==> src/rtl/slt_pkg.sv <==
// Shared types and constants for the sorted list table.
// Used by sorted_list_table_core; no other dependencies.
package slt_pkg;

    localparam int unsigned DefCapacity = 16;

    typedef enum logic [1:0] {
        MODE_INSERT = 2'd0,
        MODE_REMOVE = 2'd1,
        MODE_SEARCH = 2'd2
    } t_mode;

    typedef enum logic [1:0] {
        ST_DONE      = 2'd0,
        ST_FULL      = 2'd1,
        ST_NOT_FOUND = 2'd2
    } t_status;

    typedef enum logic [2:0] {
        S_IDLE,
        S_SCAN_RD,
        S_SCAN_CMP,
        S_SHIFT_RD,
        S_SHIFT_WR,
        S_PLACE,
        S_FINISH
    } t_state;

endpackage

==> src/rtl/slt_ram.sv <==
// Generic single-write, single-read RAM with a registered read port.
// Standalone; no package dependencies.
module slt_ram #(
    parameter int unsigned Width = 32,
    parameter int unsigned Depth = 16
) (
    input  logic                     i_clk,
    input  logic                     i_wr_en,
    input  logic [$clog2(Depth)-1:0] i_wr_addr,
    input  logic [Width-1:0]         i_wr_data,
    input  logic                     i_rd_en,
    input  logic [$clog2(Depth)-1:0] i_rd_addr,
    output logic [Width-1:0]         o_rd_data
);

    logic [Width-1:0] r_mem [Depth];
    logic [Width-1:0] r_rd_data;

    always_ff @(posedge i_clk) begin
        if (i_wr_en) begin
            r_mem[i_wr_addr] <= i_wr_data;
        end
        if (i_rd_en) begin
            r_rd_data <= r_mem[i_rd_addr];
        end
    end

    assign o_rd_data = r_rd_data;

endmodule

==> src/rtl/sorted_list_table_core.sv <==
// Sorted list table: ascending list of signed values with insert, remove and search.
// Each entry scanned takes a read and a compare state, each entry moved a read and a write;
// a full-list insert or unknown operation skips to S_FINISH. One item is in work at a time.
// The entry RAM's single read port and the shared compare set the rate.
// Reset (synchronous, active low) empties the list; the entry RAM is not cleared.
// Depends on slt_pkg and slt_ram.
module sorted_list_table_core
    import slt_pkg::*;
#(
    parameter int unsigned Capacity = DefCapacity
) (
    input  logic        i_clk,
    input  logic        i_rst_n,
    input  logic        i_in_valid,
    output logic        o_in_ready,
    input  logic [1:0]  i_mode,
    input  logic [31:0] i_value,
    output logic        o_out_valid,
    input  logic        i_out_ready,
    output logic [1:0]  o_status,
    output logic [3:0]  o_position,
    output logic [4:0]  o_count,
    output logic        o_full_res,
    output logic        o_empty_res
);

    localparam int unsigned IW = $clog2(Capacity);
    localparam int unsigned CW = $clog2(Capacity + 1);

    t_state        r_state, n_state;
    t_mode         r_mode, n_mode;
    t_status       r_status, n_status;
    logic [31:0]   r_value, n_value;
    logic [CW-1:0] r_idx, n_idx;
    logic [CW-1:0] r_at, n_at;
    logic [CW-1:0] r_count, n_count;

    logic          r_o_valid, n_o_valid;
    logic [1:0]    r_o_status, n_o_status;
    logic [3:0]    r_o_position, n_o_position;
    logic [4:0]    r_o_count, n_o_count;
    logic          r_o_full, n_o_full;
    logic          r_o_empty, n_o_empty;

    logic          ram_wr_en;
    logic [IW-1:0] ram_wr_addr;
    logic [31:0]   ram_wr_data;
    logic          ram_rd_en;
    logic [IW-1:0] ram_rd_addr;
    logic [31:0]   ram_rd_data;

    logic [CW-1:0] idx_inc;
    logic [CW-1:0] idx_dec;
    logic [CW-1:0] idx_inc2;
    logic          hit;
    logic [31:0]   at_wide;
    logic [31:0]   count_wide;

    slt_ram #(
        .Width(32),
        .Depth(Capacity)
    ) u_ram (
        .i_clk    (i_clk),
        .i_wr_en  (ram_wr_en),
        .i_wr_addr(ram_wr_addr),
        .i_wr_data(ram_wr_data),
        .i_rd_en  (ram_rd_en),
        .i_rd_addr(ram_rd_addr),
        .o_rd_data(ram_rd_data)
    );

    assign idx_inc    = CW'(r_idx + 1'b1);
    assign idx_dec    = CW'(r_idx - 1'b1);
    assign idx_inc2   = CW'(r_idx + 2'd2);
    assign at_wide    = 32'(r_at);
    assign count_wide = 32'(r_count);

    always_comb begin
        if (r_mode == MODE_INSERT) begin
            hit = $signed(r_value) <= $signed(ram_rd_data);
        end else begin
            hit = ram_rd_data == r_value;
        end
    end

    always_ff @(posedge i_clk) begin
        if (!i_rst_n) begin
            r_state   <= S_IDLE;
            r_count   <= '0;
            r_o_valid <= 1'b0;
        end else begin
            r_state   <= n_state;
            r_count   <= n_count;
            r_o_valid <= n_o_valid;
        end
        r_mode       <= n_mode;
        r_status     <= n_status;
        r_value      <= n_value;
        r_idx        <= n_idx;
        r_at         <= n_at;
        r_o_status   <= n_o_status;
        r_o_position <= n_o_position;
        r_o_count    <= n_o_count;
        r_o_full     <= n_o_full;
        r_o_empty    <= n_o_empty;
    end

    always_comb begin
        n_state      = r_state;
        n_mode       = r_mode;
        n_status     = r_status;
        n_value      = r_value;
        n_idx        = r_idx;
        n_at         = r_at;
        n_count      = r_count;
        n_o_valid    = r_o_valid && !i_out_ready;
        n_o_status   = r_o_status;
        n_o_position = r_o_position;
        n_o_count    = r_o_count;
        n_o_full     = r_o_full;
        n_o_empty    = r_o_empty;
        o_in_ready   = 1'b0;
        ram_wr_en    = 1'b0;
        ram_wr_addr  = r_idx[IW-1:0];
        ram_wr_data  = ram_rd_data;
        ram_rd_en    = 1'b0;
        ram_rd_addr  = r_idx[IW-1:0];

        case (r_state)
            S_IDLE: begin
                o_in_ready = 1'b1;
                if (i_in_valid) begin
                    n_mode   = t_mode'(i_mode);
                    n_value  = i_value;
                    n_idx    = '0;
                    n_at     = '0;
                    n_status = ST_DONE;
                    case (i_mode)
                        MODE_INSERT: begin
                            if (r_count >= CW'(Capacity)) begin
                                n_status = ST_FULL;
                                n_state  = S_FINISH;
                            end else if (r_count == '0) begin
                                n_state = S_PLACE;
                            end else begin
                                n_state = S_SCAN_RD;
                            end
                        end
                        MODE_REMOVE, MODE_SEARCH: begin
                            if (r_count == '0) begin
                                n_status = ST_NOT_FOUND;
                                n_state  = S_FINISH;
                            end else begin
                                n_state = S_SCAN_RD;
                            end
                        end
                        default: begin
                            n_state = S_FINISH;
                        end
                    endcase
                end
            end
            S_SCAN_RD: begin
                ram_rd_en = 1'b1;
                n_state   = S_SCAN_CMP;
            end
            S_SCAN_CMP: begin
                if (hit) begin
                    n_at = r_idx;
                    case (r_mode)
                        MODE_INSERT: begin
                            n_idx   = r_count;
                            n_state = S_SHIFT_RD;
                        end
                        MODE_REMOVE: begin
                            if (idx_inc < r_count) begin
                                n_state = S_SHIFT_RD;
                            end else begin
                                n_count = CW'(r_count - 1'b1);
                                n_state = S_FINISH;
                            end
                        end
                        default: begin
                            n_state = S_FINISH;
                        end
                    endcase
                end else if (idx_inc == r_count) begin
                    if (r_mode == MODE_INSERT) begin
                        n_at    = r_count;
                        n_state = S_PLACE;
                    end else begin
                        n_status = ST_NOT_FOUND;
                        n_state  = S_FINISH;
                    end
                end else begin
                    n_idx   = idx_inc;
                    n_state = S_SCAN_RD;
                end
            end
            S_SHIFT_RD: begin
                ram_rd_en = 1'b1;
                if (r_mode == MODE_INSERT) begin
                    ram_rd_addr = idx_dec[IW-1:0];
                end else begin
                    ram_rd_addr = idx_inc[IW-1:0];
                end
                n_state = S_SHIFT_WR;
            end
            S_SHIFT_WR: begin
                ram_wr_en = 1'b1;
                if (r_mode == MODE_INSERT) begin
                    n_idx = idx_dec;
                    if (idx_dec == r_at) begin
                        n_state = S_PLACE;
                    end else begin
                        n_state = S_SHIFT_RD;
                    end
                end else begin
                    n_idx = idx_inc;
                    if (idx_inc2 == r_count) begin
                        n_count = CW'(r_count - 1'b1);
                        n_state = S_FINISH;
                    end else begin
                        n_state = S_SHIFT_RD;
                    end
                end
            end
            S_PLACE: begin
                ram_wr_en   = 1'b1;
                ram_wr_addr = r_at[IW-1:0];
                ram_wr_data = r_value;
                n_count     = CW'(r_count + 1'b1);
                n_state     = S_FINISH;
            end
            S_FINISH: begin
                if (!r_o_valid || i_out_ready) begin
                    n_o_valid    = 1'b1;
                    n_o_status   = r_status;
                    n_o_position = (r_status == ST_DONE) ? at_wide[3:0] : 4'd0;
                    n_o_count    = count_wide[4:0];
                    n_o_full     = r_count == CW'(Capacity);
                    n_o_empty    = r_count == '0;
                    n_state      = S_IDLE;
                end
            end
            default: begin
                n_state = S_IDLE;
            end
        endcase
    end

    assign o_out_valid = r_o_valid;
    assign o_status    = r_o_status;
    assign o_position  = r_o_position;
    assign o_count     = r_o_count;
    assign o_full_res  = r_o_full;
    assign o_empty_res = r_o_empty;

endmodule

==> config.mk <==
export PLATFORM = sky130hd
export DESIGN_NAME = sorted_list_table_core
export DESIGN_NICKNAME = d
export VERILOG_FILES = /design/src/rtl/slt_pkg.sv /design/src/rtl/slt_ram.sv /design/src/rtl/sorted_list_table_core.sv
export SDC_FILE = /design/constraint.sdc
export NUM_CORES = 1
export LEC_CHECK = 0
export BUFFER_PORTS_ARGS = -buffer_cell sky130_fd_sc_hd__buf_2
export CORE_MARGIN = 5
export CORE_UTILIZATION = 60
export DETAILED_ROUTE_END_ITERATION = 12
export PLACE_DENSITY = 0.85
export SLEW_MARGIN = 20
export SYNTH_ARGS = -nofsm -noshare
export SYNTH_HDL_FRONTEND = slang
export SYNTH_HIERARCHICAL = 1
export SYNTH_SLANG_ARGS = --single-unit
export TNS_END_PERCENT = 10
==> constraint.sdc <==
create_clock -name i_clk -period 5.5 [get_ports i_clk]
set_input_delay 0.275 -clock i_clk [delete_from_list [all_inputs] [get_ports i_clk]]
set_output_delay 0.275 -clock i_clk [all_outputs]
set_load 0.005 [all_outputs]
==> flow_metrics.tcl <==
set metrics [dict create \
    grt_max_degree 51 \
    diodes 0 \
    cts_tree "yes" \
    row_count 74 \
    place_inst 1853 \
    fmaxAchievable_mhz 243.6 \
    grt_pass1_wl_mm 85.08 \
    path_delay_family "simple AND/OR/NAND/NOR gates" \
    startpoint "r_state[2]$_SDFFE_PN0P_" \
    clock_path_buffers 3 \
    setup_viol 0 \
    core_area_um2 40920 \
    cp_slowest_cell "nor2_4" \
    slew_violations 0 \
    yosysSeqAreaShare 0.7358 \
    cts-root-buf "clkbuf_16" \
    post-route-min-period_ns 4.104 \
    skew_ns 0.01941 \
    synth_compound_area_frac 0.04415 \
    drive_gt1_frac 0.2469 \
    synth_cells 1303 \
    setup_slack_ns 1.396 \
    yosys_register_bits 612 \
    peakVddDrop_uv 314.3 \
    start_util 0.6073 \
    finalSetupTns_ns 0 \
    synth_nets 1389 \
    clock_latency_ns 0.62 \
    power_leakage_nw 9.366 \
    r2r_slack_ns 1.40 \
    tightest_slew_ns 1.120 \
    cts_resized 0 \
    synth_top_area_share 0.7286 \
    grt_pass1_vias 13620 \
    yosys.area_share.simple 0.03534 \
    status "completed" \
    antenna_left 0 \
    r2r-start "r_state[2]$_SDFFE_PN0P_" \
    cp.depth 6 \
    synthTopCellsByArea "edfxtp_1 73%, mux4_2 12%, ha_1 2.4%" \
    antenna_found_initial 1 \
    dieArea_um2 45590 \
    arrival_ns 4.39 \
    clkSinkCount 612 \
    synth_edf_count 603 \
    post_drt_wl_per_cell_um 29.03 \
    muxShareOfSynthArea 0.1347 \
    syn-cell-area_um2 24850 \
    firstDrtPassIters 5 \
    cp-end-kind "flip-flop" \
    drc 0 \
    cp_num_buf_inv 1 \
    worstReg2RegEnd "u_ram/r_mem[14][28]$_DFFE_PP_" \
    drtIter0Drc 1791 \
    power.total_mw 14.60 \
    crit_fanout 24 \
    dpl.hpwl_mm 31.81 \
    worstSetupPathType "reg -> reg" \
    grt_util_all_layers 0.2551 \
    cap_violations 0 \
    power.density_nw_per_um2 516.6 \
    drt_wl_total_mm 57.89 \
    clk_pin_slew_ns 0.06 \
    regArea_um2 18290 \
    vias_per_cell 6.662 \
    hold_class "in -> reg" \
    gp_congestion 0.8781 \
    relSlewSlack 0.2515 \
    synth_top_flop_cell "edfxtp_1" \
    mostFrequentLayoutCells "603 x edfxtp_1, 128 x mux4_2, 73 x nand2_1, 66 x a22oi_1, 57 x clkbuf_16" \
    post-cts-setup-buffers 0 \
    rr_worst_depth 6 \
    numCtsBuffers 56 \
    die_x_um 213.5 \
    endpoint "u_ram/r_mem[14][28]$_DFFE_PP_" \
    vias 13290 \
    synthAdderAreaFrac 0.02447 \
    ys_async_sr_fraction 0 \
    cp-start-kind "flip-flop" \
    synth-xor-area-share 0.006696 \
    synth.avg_cell_area_um2 19.07 \
    yosys_warnings 6 \
    layout_commonest_cell "edfxtp_1" \
    gr-total-overflow 0 \
    post-route-period-util 0.7462 \
    port_buffers 52 \
    final_nets 1506 \
    grt_setup_unrepaired "false" \
    die_h_um 213.5 \
    yosys.area.top_type "edfxtp_1" \
    hold_violations 0 \
    critPathMaxStageDelay_ns 0.67 \
    multi_input_area_um2 6260 \
    post-place-ws_ns 1.492 \
    synth_top_family_by_area "multiplexers" \
    ys_types 58 \
    h-tree-depth 2 \
    fillCellCount 2445 \
    fin_cells 1994 \
    critPathRequiredTime_ns 5.78 \
    area_growth_pct 13.74 \
    path_cells "nor2b_1 > nand2_2 > mux2_2 > nand2b_1 > nor2_4 > buf_4" \
    ios 53 \
]
## state kept, by name, indices dropped and copies added, names as in the netlist
register and flops:
o_count 5, o_empty_res 1, o_full_res 1, o_out_valid 1, o_position 4, o_status 2
r_at 5, r_count 5, r_idx 5, r_mode 2, r_state 3, r_status 2
r_value 32, u_ram/o_rd_data 32, u_ram/r_mem 512
## where the power goes
part,internal [mW],switching (mW)
Clock,2.18,1.67
Combinational,1.88,2.68
Sequential,5.91,0.276
Total,9.98,4.63
## layout make-up
cell class	count	area share
repair buffers	121	0.03771
flip-flops and latches	612	0.6470
inverters	47	0.006241
clock buffers	69	0.05205
well taps	532	0.02355
clock inverters	31	0.01204
multi-input cells	582	0.2215
## per-stage QoR
step,hold slack (ns),area (um^2),util
3_5_place_dp,0.4384,25950,0.6342
2_1_floorplan,0.3739,24850,-
5_1_grt,0.04929,28270,0.6907
6_report,0.04905,28270,0.6907
3_3_place_gp,0.4350,25930,0.6335
4_1_cts,0.02040,28120,0.6870
## cell usage after synthesis (all sizes together) (3+ instances only)
master,n
a211oi,3
a21boi,3
a21o,4
a21oi,33
a22oi,67
and2,9
and3,5
buf,32
clkbuf,30
dfxtp,9
edfxtp,603
ha,47
inv,47
mux2,36
mux2i,6
mux4,128
nand2,74
nand2b,9
nand3,13
nand3b,3
nand4,7
nor2,35
nor2b,7
nor3,14
o211ai,4
o21a,3
o21ai,20
o31ai,8
or4,3
xnor2,13
xor2,6
## per-layer routing
layer  vias up  share of wire  track usage
li1       5517              -            -
met1      6736           0.35       0.3433
met3       136          0.099      0.05516
met2       896           0.51       0.4212
met5         -              0            0
met4         0          0.040      0.09320
## worst min-delay path, cell delays in order
cell and delay (ns):
buf_2 0.07, nor2b_1 0.08, o21a_1 0.19
## kinds of logic (layout without fill, tap and decap cells)
group	Yosys count	after routing
AO/OA/AOI/OAI	160	160
AND/OR/NAND/NOR	185	185
XOR/XNOR	19	19
multiplexers	170	170
flip-flops	612	612
adder cells (fa/ha/maj)	48	48
buffers and inverters	109	268
## worst min-delay path by stage
stage | from | cells after the start | slack, ns | end
after floorplan | i_mode[0] | 0 | 0.37 | r_mode[0]$_DFFE_PP_
after global placement | r_status[1]$_SDFFCE_PP1P_ | 0 | 0.44 | o_status[1]$_DFFE_PP_
after detailed placement | r_status[1]$_SDFFCE_PP1P_ | 0 | 0.44 | o_status[1]$_DFFE_PP_
after CTS | i_out_ready | 3 | 0.02 | o_out_valid$_SDFF_PN0_
after global routing | i_out_ready | 3 | 0.05 | o_out_valid$_SDFF_PN0_
final | i_out_ready | 3 | 0.05 | o_out_valid$_SDFF_PN0_
## repair_timing
| item | in CTS | in global routing |
|---|---|---|
| setup endpoints to repair | 0 | 0 |
| hold buffers | 35 | 0 |
| hold endpoints to repair | 35 | 0 |
(Power assumes the default switching activity.)
